## config.mk

```make
export PLATFORM = sky130hd
export DESIGN_NAME = open_loop_spwm_generator
export DESIGN_NICKNAME = d
export VERILOG_FILES = /design/src/rtl/olspwm_pkg.sv /design/src/rtl/olspwm_ctrl.sv /design/src/rtl/olspwm_datapath.sv /design/src/rtl/open_loop_spwm_generator.sv
export SDC_FILE = /design/constraint.sdc
export NUM_CORES = 2
export LEC_CHECK = 0
export BUFFER_PORTS_ARGS = -buffer_cell sky130_fd_sc_hd__buf_4
export CELL_PAD_IN_SITES_DETAIL_PLACEMENT = 0
export CELL_PAD_IN_SITES_GLOBAL_PLACEMENT = 1
export CORE_ASPECT_RATIO = 0.9
export CORE_MARGIN = 10
export CORE_UTILIZATION = 30
export CTS_CLUSTER_DIAMETER = 150
export DETAILED_ROUTE_END_ITERATION = 12
export PLACE_DENSITY = 0.56
export RECOVER_POWER = 50
export SYNTH_ARGS = -nofsm -noshare
export SYNTH_HDL_FRONTEND = slang
export SYNTH_SLANG_ARGS = --single-unit
```

## constraint.sdc

```tcl
create_clock -name clock -period 19.7 [get_ports clock]
set_input_delay 0 -clock clock [delete_from_list [all_inputs] [get_ports clock]]
set_output_delay 0 -clock clock [all_outputs]
set_load 0.02 [all_outputs]
```

## src/rtl/olspwm_pkg.sv

```systemverilog
// Shared constants, types and tables of the open-loop SPWM generator.
package olspwm_pkg;

   // Angle and table geometry
   localparam int ANGLE_BITS       = 32;
   localparam int ANGLE_SHIFT      = 48 - ANGLE_BITS;
   localparam int SINE_TABLE_DEPTH = 1024;
   localparam int SINE_IDX_BITS    = $clog2(SINE_TABLE_DEPTH);
   localparam int PHASE_BITS       = 16;

   // Fixed-point constants
   localparam int TURN_SCALE      = 174993;
   localparam int CORDIC_GAIN_Q30 = 652032874;
   localparam int HALF_SQRT3_Q16  = 56756;
   localparam int DT_DEFAULT_US   = 1000;
   localparam int DT_MAX_US       = 500000;
   localparam int CORDIC_ITERS    = 16;
   localparam int ITER_BITS       = $clog2(CORDIC_ITERS);

   // Datapath widths
   localparam int CORDIC_W = 34;
   localparam int TRIG_W   = 18;
   localparam int MUL_A_W  = 43;
   localparam int MUL_B_W  = 21;
   localparam int PROD_W   = MUL_A_W + MUL_B_W;
   localparam int TERM_W   = 35;
   localparam int VOLT_W   = 58;

   // Configuration register indexes
   typedef enum logic [1:0] {
      CSR_TARGET_VELOCITY = 2'd0,
      CSR_DRIVE_VOLTAGE   = 2'd1,
      CSR_SUPPLY_VOLTAGE  = 2'd2,
      CSR_PAIR_COUNT      = 2'd3
   } csr_index_type;

   // Operand selection of the shared multiplier
   typedef enum logic [2:0] {
      MUL_VEL_PP   = 3'd0,
      MUL_DT       = 3'd1,
      MUL_SCALE    = 3'd2,
      MUL_DRIVE_S  = 3'd3,
      MUL_DRIVE_C  = 3'd4,
      MUL_SQRT3    = 3'd5
   } mul_sel_type;

   // Commands from the controller to the datapath
   typedef struct packed {
      logic        capture;
      logic        mul_en;
      mul_sel_type mul_sel;
      logic        acc_en;
      logic        rot_init;
      logic        rot_step;
      logic        round_en;
      logic        out_load;
   } olspwm_cmd_type;

   // Status from the datapath to the controller
   typedef struct packed {
      logic rot_last;
      logic out_free;
   } olspwm_status_type;

   // Arctangent of 2^-k in units of 2^-32 turn
   function automatic logic signed [CORDIC_W-1:0] atan_turn(input logic [ITER_BITS-1:0] k);
      logic signed [CORDIC_W-1:0] r;
      case (k)
         4'd0:    r = 34'sd536870912;
         4'd1:    r = 34'sd316933406;
         4'd2:    r = 34'sd167458907;
         4'd3:    r = 34'sd85004756;
         4'd4:    r = 34'sd42667331;
         4'd5:    r = 34'sd21354465;
         4'd6:    r = 34'sd10679838;
         4'd7:    r = 34'sd5340245;
         4'd8:    r = 34'sd2670163;
         4'd9:    r = 34'sd1335087;
         4'd10:   r = 34'sd667544;
         4'd11:   r = 34'sd333772;
         4'd12:   r = 34'sd166886;
         4'd13:   r = 34'sd83443;
         4'd14:   r = 34'sd41722;
         4'd15:   r = 34'sd20861;
         default: r = '0;
      endcase
      return r;
   endfunction

endpackage

```

## src/rtl/olspwm_ctrl.sv

```systemverilog
// Sequencing state machine of the open-loop SPWM generator.
module olspwm_ctrl import olspwm_pkg::*; (
   input  logic              clock,
   input  logic              reset,
   input  logic              req_valid,
   output logic              req_stall,
   input  olspwm_status_type status,
   output olspwm_cmd_type    cmd
);

   typedef enum logic [11:0] {
      S_IDLE    = 12'b000000000001,
      S_MUL_VP  = 12'b000000000010,
      S_MUL_DT  = 12'b000000000100,
      S_MUL_TS  = 12'b000000001000,
      S_ACC     = 12'b000000010000,
      S_INIT    = 12'b000000100000,
      S_ROT     = 12'b000001000000,
      S_ROUND   = 12'b000010000000,
      S_MUL_S   = 12'b000100000000,
      S_MUL_C   = 12'b001000000000,
      S_MUL_K   = 12'b010000000000,
      S_OUT     = 12'b100000000000
   } state_type;

   state_type state_ff, state_in;

   // Take a new tick only while idle
   assign req_stall = (state_ff != S_IDLE);

   // Next state and commands
   always_comb begin
      state_in     = state_ff;
      cmd          = '0;
      cmd.mul_sel  = MUL_VEL_PP;
      case (state_ff)
         S_IDLE: begin
            if (req_valid) begin
               cmd.capture = 1'b1;
               state_in    = S_MUL_VP;
            end
         end
         S_MUL_VP: begin
            cmd.mul_en  = 1'b1;
            cmd.mul_sel = MUL_VEL_PP;
            state_in    = S_MUL_DT;
         end
         S_MUL_DT: begin
            cmd.mul_en  = 1'b1;
            cmd.mul_sel = MUL_DT;
            state_in    = S_MUL_TS;
         end
         S_MUL_TS: begin
            cmd.mul_en  = 1'b1;
            cmd.mul_sel = MUL_SCALE;
            state_in    = S_ACC;
         end
         S_ACC: begin
            cmd.acc_en = 1'b1;
            state_in   = S_INIT;
         end
         S_INIT: begin
            cmd.rot_init = 1'b1;
            state_in     = S_ROT;
         end
         S_ROT: begin
            cmd.rot_step = 1'b1;
            if (status.rot_last) begin
               state_in = S_ROUND;
            end
         end
         S_ROUND: begin
            cmd.round_en = 1'b1;
            state_in     = S_MUL_S;
         end
         S_MUL_S: begin
            cmd.mul_en  = 1'b1;
            cmd.mul_sel = MUL_DRIVE_S;
            state_in    = S_MUL_C;
         end
         S_MUL_C: begin
            cmd.mul_en  = 1'b1;
            cmd.mul_sel = MUL_DRIVE_C;
            state_in    = S_MUL_K;
         end
         S_MUL_K: begin
            cmd.mul_en  = 1'b1;
            cmd.mul_sel = MUL_SQRT3;
            state_in    = S_OUT;
         end
         S_OUT: begin
            // Hold until the result register is free
            if (status.out_free) begin
               cmd.out_load = 1'b1;
               state_in     = S_IDLE;
            end
         end
         default: begin
            state_in = S_IDLE;
         end
      endcase
   end

   always_ff @(posedge clock) begin
      if (reset) begin
         state_ff <= S_IDLE;
      end else begin
         state_ff <= state_in;
      end
   end

endmodule

```

## src/rtl/olspwm_datapath.sv

```systemverilog
// Registers, shared multiplier, CORDIC and phase voltage output of the SPWM generator.
module olspwm_datapath import olspwm_pkg::*; (
   input  logic              clock,
   input  logic              reset,
   input  logic              csr_write_en,
   input  logic [1:0]        csr_index,
   input  logic [15:0]       csr_write_data,
   input  logic [19:0]       req_elapsed_us,
   input  olspwm_cmd_type    cmd,
   output olspwm_status_type status,
   input  logic              rsp_stall,
   output logic              rsp_valid,
   output logic [15:0]       rsp_phase_a,
   output logic [15:0]       rsp_phase_b,
   output logic [15:0]       rsp_phase_c,
   output logic [15:0]       rsp_electrical_phase
);

   localparam logic [47:0] ROUND_ADD = (48'd1 << ANGLE_SHIFT) >> 1;

   // Configuration registers
   logic signed [15:0] velocity_ff;
   logic [15:0]        drive_ff;
   logic [15:0]        supply_ff;
   logic [5:0]         pair_count_ff;

   // Working registers
   logic [19:0]                  dt_ff;
   logic signed [PROD_W-1:0]     prod_ff;
   logic [ANGLE_BITS-1:0]        acc_ff;
   logic signed [CORDIC_W-1:0]   x_ff, y_ff, z_ff;
   logic                         neg_ff;
   logic [ITER_BITS-1:0]         k_ff;
   logic signed [TRIG_W-1:0]     sin_ff, cos_ff;
   logic signed [TERM_W-1:0]     t_ff;

   // Result register
   logic        rsp_valid_ff;
   logic [15:0] phase_a_ff, phase_b_ff, phase_c_ff, phase_e_ff;

   // Write configuration registers
   always_ff @(posedge clock) begin
      if (reset) begin
         velocity_ff   <= 16'sd768;
         drive_ff      <= 16'd768;
         supply_ff     <= 16'd3072;
         pair_count_ff <= 6'd7;
      end else if (csr_write_en) begin
         case (csr_index)
            CSR_TARGET_VELOCITY: velocity_ff   <= $signed(csr_write_data);
            CSR_DRIVE_VOLTAGE:   drive_ff      <= csr_write_data;
            CSR_SUPPLY_VOLTAGE:  supply_ff     <= csr_write_data;
            CSR_PAIR_COUNT:      pair_count_ff <= csr_write_data[5:0];
            default: ;
         endcase
      end
   end

   // Capture the tick, substituting the default for out-of-range elapsed time
   always_ff @(posedge clock) begin
      if (cmd.capture) begin
         if (req_elapsed_us == '0 || req_elapsed_us > 20'(DT_MAX_US)) begin
            dt_ff <= 20'(DT_DEFAULT_US);
         end else begin
            dt_ff <= req_elapsed_us;
         end
      end
   end

   // Shared multiplier with operand selection
   logic signed [MUL_A_W-1:0] mul_a;
   logic signed [MUL_B_W-1:0] mul_b;
   logic signed [PROD_W-1:0]  mul_p;

   always_comb begin
      case (cmd.mul_sel)
         MUL_VEL_PP: begin
            mul_a = MUL_A_W'(velocity_ff);
            mul_b = MUL_B_W'(pair_count_ff);
         end
         MUL_DT: begin
            mul_a = prod_ff[MUL_A_W-1:0];
            mul_b = MUL_B_W'(dt_ff);
         end
         MUL_SCALE: begin
            mul_a = prod_ff[MUL_A_W-1:0];
            mul_b = MUL_B_W'(TURN_SCALE);
         end
         MUL_DRIVE_S: begin
            mul_a = MUL_A_W'(drive_ff);
            mul_b = MUL_B_W'(sin_ff);
         end
         MUL_DRIVE_C: begin
            mul_a = MUL_A_W'(drive_ff);
            mul_b = MUL_B_W'(cos_ff);
         end
         MUL_SQRT3: begin
            mul_a = prod_ff[MUL_A_W-1:0];
            mul_b = MUL_B_W'(HALF_SQRT3_Q16);
         end
         default: begin
            mul_a = '0;
            mul_b = '0;
         end
      endcase
   end

   assign mul_p = mul_a * mul_b;

   always_ff @(posedge clock) begin
      if (cmd.mul_en) begin
         prod_ff <= mul_p;
      end
      // Keep the sine term while the cosine product forms
      if (cmd.mul_en && cmd.mul_sel == MUL_DRIVE_C) begin
         t_ff <= prod_ff[TERM_W-1:0];
      end
   end

   // Round the increment to the angle resolution and advance the phase
   logic [47:0] inc_round;
   assign inc_round = prod_ff[47:0] + ROUND_ADD;

   always_ff @(posedge clock) begin
      if (reset) begin
         acc_ff <= '0;
      end else if (cmd.acc_en) begin
         acc_ff <= acc_ff + inc_round[47:ANGLE_SHIFT];
      end
   end

   // Quantize the phase to the sine table grid
   logic [PHASE_BITS-1:0]    phase16;
   logic signed [31:0]       table_angle;
   logic signed [CORDIC_W-1:0] z_start;

   assign phase16     = acc_ff[ANGLE_BITS-1 -: PHASE_BITS];
   assign table_angle = {phase16[PHASE_BITS-1 -: SINE_IDX_BITS], (32 - SINE_IDX_BITS)'(0)};
   assign z_start     = CORDIC_W'(table_angle);

   // CORDIC rotation, one iteration per cycle
   logic signed [CORDIC_W-1:0] dx, dy, atan_k;
   assign dx     = y_ff >>> k_ff;
   assign dy     = x_ff >>> k_ff;
   assign atan_k = atan_turn(k_ff);

   assign status.rot_last = (k_ff == ITER_BITS'(CORDIC_ITERS - 1));

   always_ff @(posedge clock) begin
      if (cmd.rot_init) begin
         x_ff <= CORDIC_W'(CORDIC_GAIN_Q30);
         y_ff <= '0;
         k_ff <= '0;
         // Fold the angle into the right half-plane
         if (z_start > (CORDIC_W'(1) <<< 30)) begin
            z_ff   <= z_start - (CORDIC_W'(1) <<< 31);
            neg_ff <= 1'b1;
         end else if (z_start < -(CORDIC_W'(1) <<< 30)) begin
            z_ff   <= z_start + (CORDIC_W'(1) <<< 31);
            neg_ff <= 1'b1;
         end else begin
            z_ff   <= z_start;
            neg_ff <= 1'b0;
         end
      end else if (cmd.rot_step) begin
         k_ff <= k_ff + 1'b1;
         if (z_ff >= 0) begin
            x_ff <= x_ff - dx;
            y_ff <= y_ff + dy;
            z_ff <= z_ff - atan_k;
         end else begin
            x_ff <= x_ff + dx;
            y_ff <= y_ff - dy;
            z_ff <= z_ff + atan_k;
         end
      end
   end

   // Round to Q16 and undo the fold
   logic signed [CORDIC_W-1:0] x_rnd, y_rnd;
   logic signed [TRIG_W-1:0]   x_q16, y_q16;
   assign x_rnd = x_ff + CORDIC_W'(8192);
   assign y_rnd = y_ff + CORDIC_W'(8192);
   assign x_q16 = x_rnd[14 +: TRIG_W];
   assign y_q16 = y_rnd[14 +: TRIG_W];

   always_ff @(posedge clock) begin
      if (cmd.round_en) begin
         sin_ff <= neg_ff ? -y_q16 : y_q16;
         cos_ff <= neg_ff ? -x_q16 : x_q16;
      end
   end

   // Inverse Clarke around half supply, in units of 2^-40 V with rounding bias
   logic signed [VOLT_W-1:0] center, t_sh15, t_sh16, p3, va, vb, vc;
   assign center = (VOLT_W'(supply_ff) <<< 31) + (VOLT_W'(1) <<< 31);
   assign t_sh15 = VOLT_W'(t_ff) <<< 15;
   assign t_sh16 = VOLT_W'(t_ff) <<< 16;
   assign p3     = VOLT_W'($signed(prod_ff[51:0]));
   assign va     = center - t_sh16;
   assign vb     = center + t_sh15 + p3;
   assign vc     = center + t_sh15 - p3;

   function automatic logic [15:0] clamp_volts(input logic signed [VOLT_W-1:0] v,
                                               input logic [15:0] sup);
      logic signed [VOLT_W-33:0] q;
      logic [15:0]               r;
      q = v[VOLT_W-1:32];
      if (q < 0) begin
         r = '0;
      end else if (q > $signed({{(VOLT_W-48){1'b0}}, sup})) begin
         r = sup;
      end else begin
         r = q[15:0];
      end
      return r;
   endfunction

   // Result register: load when empty or being taken
   assign status.out_free = !rsp_valid_ff || !rsp_stall;

   always_ff @(posedge clock) begin
      if (reset) begin
         rsp_valid_ff <= 1'b0;
      end else if (cmd.out_load) begin
         rsp_valid_ff <= 1'b1;
      end else if (!rsp_stall) begin
         rsp_valid_ff <= 1'b0;
      end
   end

   always_ff @(posedge clock) begin
      if (cmd.out_load) begin
         phase_a_ff <= clamp_volts(va, supply_ff);
         phase_b_ff <= clamp_volts(vb, supply_ff);
         phase_c_ff <= clamp_volts(vc, supply_ff);
         phase_e_ff <= phase16;
      end
   end

   assign rsp_valid            = rsp_valid_ff;
   assign rsp_phase_a          = phase_a_ff;
   assign rsp_phase_b          = phase_b_ff;
   assign rsp_phase_c          = phase_c_ff;
   assign rsp_electrical_phase = phase_e_ff;

endmodule

```

## src/rtl/open_loop_spwm_generator.sv

```systemverilog
// Top level of the open-loop sinusoidal commutation (SPWM) generator.
// Each transfer on the req_ channel is one control tick carrying the microseconds since the
// previous tick (0 or above 500000 counts as 1000). The block advances a 32-bit electrical
// phase by velocity * elapsed * pole pairs, takes sine and cosine of the phase quantized to a
// 1024-step grid with a 16-step CORDIC, and returns three phase voltages in Q8.8 volts,
// centered on half the supply and clamped to 0..supply, together with the top 16 phase bits.
// A tick runs to completion before the next one is accepted: six passes through a single
// shared multiplier, the accumulator update and the 16 CORDIC iterations run one after
// another, and a stalled, still full output register holds it at the end. A finished result
// waits in an output register, and the block already accepts the next tick while it waits. Write the csr_
// registers only while no tick is in progress; a velocity of 0 holds the phase.
module open_loop_spwm_generator import olspwm_pkg::*; (
   input  logic        clock,
   input  logic        reset,
   input  logic        csr_write_en,
   input  logic [1:0]  csr_index,
   input  logic [15:0] csr_write_data,
   input  logic        req_valid,
   output logic        req_stall,
   input  logic [19:0] req_elapsed_us,
   output logic        rsp_valid,
   input  logic        rsp_stall,
   output logic [15:0] rsp_phase_a,
   output logic [15:0] rsp_phase_b,
   output logic [15:0] rsp_phase_c,
   output logic [15:0] rsp_electrical_phase
);

   olspwm_cmd_type    cmd;
   olspwm_status_type status;

   // Sequencer
   olspwm_ctrl u_ctrl (
      .clock     (clock),
      .reset     (reset),
      .req_valid (req_valid),
      .req_stall (req_stall),
      .status    (status),
      .cmd       (cmd)
   );

   // Arithmetic and registers
   olspwm_datapath u_datapath (
      .clock                (clock),
      .reset                (reset),
      .csr_write_en         (csr_write_en),
      .csr_index            (csr_index),
      .csr_write_data       (csr_write_data),
      .req_elapsed_us       (req_elapsed_us),
      .cmd                  (cmd),
      .status               (status),
      .rsp_stall            (rsp_stall),
      .rsp_valid            (rsp_valid),
      .rsp_phase_a          (rsp_phase_a),
      .rsp_phase_b          (rsp_phase_b),
      .rsp_phase_c          (rsp_phase_c),
      .rsp_electrical_phase (rsp_electrical_phase)
   );

endmodule

```

==> flow_metrics.py <==
metrics = {
    "sta": {
        "worstMarginPinSlew_ns": 3.47,
        "drv_slew": 386,
        "slew_headroom": -1.32,
        "fin_crit_ns": 14.22,
        "max_freq_ghz": 0.0703,
        "finalHoldViolCount": 0,
        "setup-tns-final_ns": 0,
        "setup_viol": 0,
        "post-route-period-util": 0.722,
        "fin_skew_ns": 0.0355,
        "rsz0062_at_grt": "false",
    },
    "routing": {
        "vias": 50400,
        "drt_iter0_drc": 3327,
        "avgRoutedWirePerCell_um": 22.2,
        "vias_per_cell": 5.06,
        "post-route-drc-count": 0,
        "drt_wl_total_um": 221000,
        "drt-pass1-iter-count": 6,
        "ant_nets": 0,
    },
    "worst_setup_path": {
        "crit_family": "adder cells",
        "path_class": "reg2reg",
        "critPathCaptureType": "register",
        "cp_data_arrival_time_ns": 14.64,
        "start_kind": "register",
        "r2r_slack_ns": 5.48,
        "critPathSlowestCell": "clkbuf_1",
        "cp.required_ns": 20.12,
        "path_buf_inv": 10,
        "critPathMaxFanout": 59,
        "cp_slowest_stage_delay_ns": 2.44,
    },
    "cells_and_area": {
        "area_growth_pct": 9.48,
        "design_area_mm2": 0.0676,
        "nets": 8428,
        "drive_above_1_share": 0.0555,
        "final_cells": 9952,
    },
    "synthesis": {
        "yosysSeqAreaShare": 0.183,
        "synth.most_common_cell": "inv_1",
        "synth_top_area_share": 0.240,
        "ys_ff_latch": 443,
        "ys.flop_type": "edfxtp_1",
        "syn_area_per_cell_um2": 8.54,
        "yosysWarnings": 0,
        "synth_common_cells": "inv_1, nand2_1, fa_1, nor2_1, ha_1",
        "synth_edf_count": 242,
        "netlist_top_cells_area": "fa_1, edfxtp_1, ha_1",
        "netlist_instances": 7234,
        "yosysTopAreaCell": "fa_1",
        "syn_nets": 8463,
        "synth_area_mm2": 0.0618,
        "synthArstFlopShare": 0,
        "yosysUniqueCellTypes": 87,
    },
    "placement": {
        "hpwl_um": 174000,
        "post_dp_cell_area_mm2": 0.0654,
        "port_buffers": 108,
        "placedCellCount": 9791,
        "gp_congestion": 0.883,
    },
    "cts": {
        "cts_tree": "done",
        "cts_buffers": 58,
        "cts_sinks": 443,
        "cts_max_path_buffers": 3,
        "clock_latency_ns": 0.68,
        "post_cts_buffers": 0,
        "clkSlewWorstSetupHoldPaths_ns": 0.06,
        "cts-root-buf": "clkbuf_16",
        "cts_max_level": 2,
    },
    "global_routing": {
        "grt_use_total": 0.192,
        "gr-total-overflow": 0,
        "grt_pass1_vias": 51800,
        "grt_pass1_wl_um": 334000,
        "grt_max_degree": 77,
        "grt_antenna_before_repair": 7,
    },
    "power_and_ir_drop": {
        "p_leak_nw": 30.7,
        "irDropWorstVdd_mv": 0.0585,
        "pwr-share-seq": 0.362,
        "switching_share": 0.325,
        "power_frac_comb": 0.241,
        "pwr_density_cell_mw_per_mm2": 42.5,
        "power.internal_mw": 1.94,
        "p_clk_frac": 0.397,
        "p_switching_mw": 0.935,
    },
    "job": {
        "cap_violations": 10,
    },
    "run_status": {
        "violations": "max-capacitance violations, max-slew violations",
        "status": "finished with violations",
    },
    "floorplanning": {
        "die_w_um": 498,
        "dieArea_mm2": 0.224,
        "coreArea_mm2": 0.204,
        "initial_utilization": 0.303,
        "die_y_um": 450,
        "ioPinCount": 109,
        "num_rows": 157,
    },
    "min_path": {
        "hold_class": "in2reg",
    },
}
-- state kept, by name, summed over array words and instances, names as in the netlist --
register / count
u_ctrl.state_ff: 12
u_datapath.acc_ff: 32
u_datapath.atan_k: 30
u_datapath.cos_ff: 18
u_datapath.drive_ff: 16
u_datapath.dt_ff: 20
u_datapath.k_ff: 4
u_datapath.neg_ff: 1
u_datapath.pair_count_ff: 6
u_datapath.prod_ff: 52
u_datapath.rsp_electrical_phase: 16
u_datapath.rsp_phase_a: 16
u_datapath.rsp_phase_b: 16
u_datapath.rsp_phase_c: 16
u_datapath.rsp_valid: 1
u_datapath.sin_ff: 18
u_datapath.supply_ff: 16
u_datapath.t_ff: 35
u_datapath.velocity_ff: 16
u_datapath.x_ff: 34
u_datapath.y_ff: 34
u_datapath.z_ff: 34
-- what timing repair did --
action                                  CTS  global route
hold buffers                             51             0
resized for setup                         0             0
endpoints found under the setup margin    0             0
endpoints found under the hold margin   106             0
-- worst paths after layout --
check / to / startpoint / cells after the start
max: u_datapath.prod_ff[50] / u_ctrl.state_ff[0] / 35
min: u_ctrl.state_ff[0] / req_valid / 3
max reg2reg: u_datapath.prod_ff[50] / u_ctrl.state_ff[0] / 35
min reg2reg: u_datapath.acc_ff[14] / u_datapath.acc_ff[14] / 2
-- stage by stage --
stage	power [mW]	hold slack, ns	worst slack, ns	utilization
2_1_floorplan	1.52	0.116	8.81	-
3_3_place_gp	1.74	0.251	7.89	0.321
3_5_place_dp	1.75	0.255	7.74	0.321
4_1_cts	2.92	0.0944	7.71	0.333
5_1_grt	3.03	0.132	4.57	0.331
6_report	2.87	0.157	5.48	0.331
-- kinds of logic (layout without fill, tap and decap cells) --
family                   count (synthesis)  count (layout)  share of synthesized area
XOR/XNOR                               447             447                     0.0636
other                                    1               2                  0.0000607
buffers and inverters                 1475            1489                     0.0907
flip-flops                             443             443                      0.183
adder cells (fa/ha/maj)               1186            1186                      0.330
AND/OR/NAND/NOR                       2278            2278                      0.164
multiplexers                           193             193                     0.0451
AO/OA/AOI/OAI                         1211            1211                      0.124
-- per-layer routing --
metal  vias up  part of all wire  track usage
met5         -                 0            0
met3       230             0.052       0.0273
met4         0             0.023       0.0418
met1     25400              0.47        0.270
li1      23600                 -            -
met2      1233              0.46        0.313
-- cells in the final DEF (no fill, tap or decap), drive strengths merged, types with 44 or more instances in the layout --
cell type and n:
inv 1129, nand2 1083, fa 741, nor2 540, ha 445, a21oi 387, xnor2 295, o21ai 260
edfxtp 242, dfxtp 201, xor2 151, clkbuf 151, nand3 129, a21o 123, buf 122, mux2i 85
nor3 85, and2 66, mux4 64, nor2b 62, and3 56, dlygate4sd3 51, o21a 49, nand4 49
mux2 44, a211oi 44
-- area by class of cell --
| class | count | area (um^2) |
|---|---|---|
| timing repair buffer | 253 | 1730 |
| tap | 2703 | 3380 |
| inverter | 1127 | 4230 |
| clock inverter | 38 | 423 |
| clock buffer | 71 | 1590 |
| antenna | 1 | 2.50 |
| multi-input combinational | 5316 | 45000 |
| fill | 21400 | 136000 |
| sequential | 443 | 11300 |
-- power by group through the flow --
stage	Clock, mW	Combinational [mW]	Sequential [mW]
after global routing	1.21	0.775	1.04
final	1.14	0.691	1.04
after floorplan	0	0.487	1.03
after global placement	0	0.681	1.06
after detailed placement	0	0.684	1.06
after CTS	1.18	0.696	1.04
-- worst reg2reg max path, delay by kind of cell (launching register included) --
kind	cells	cell delay, ns
DFF	1	0.35
and+or+nand+nor	7	2.75
adders and majority gates	8	3.94
AOI/OAI and AO/OA	9	3.30
xor gates and xnor gates	1	0.10
buffers and inverters	10	3.54
Note: power is estimated with default switching activity, not from simulation.
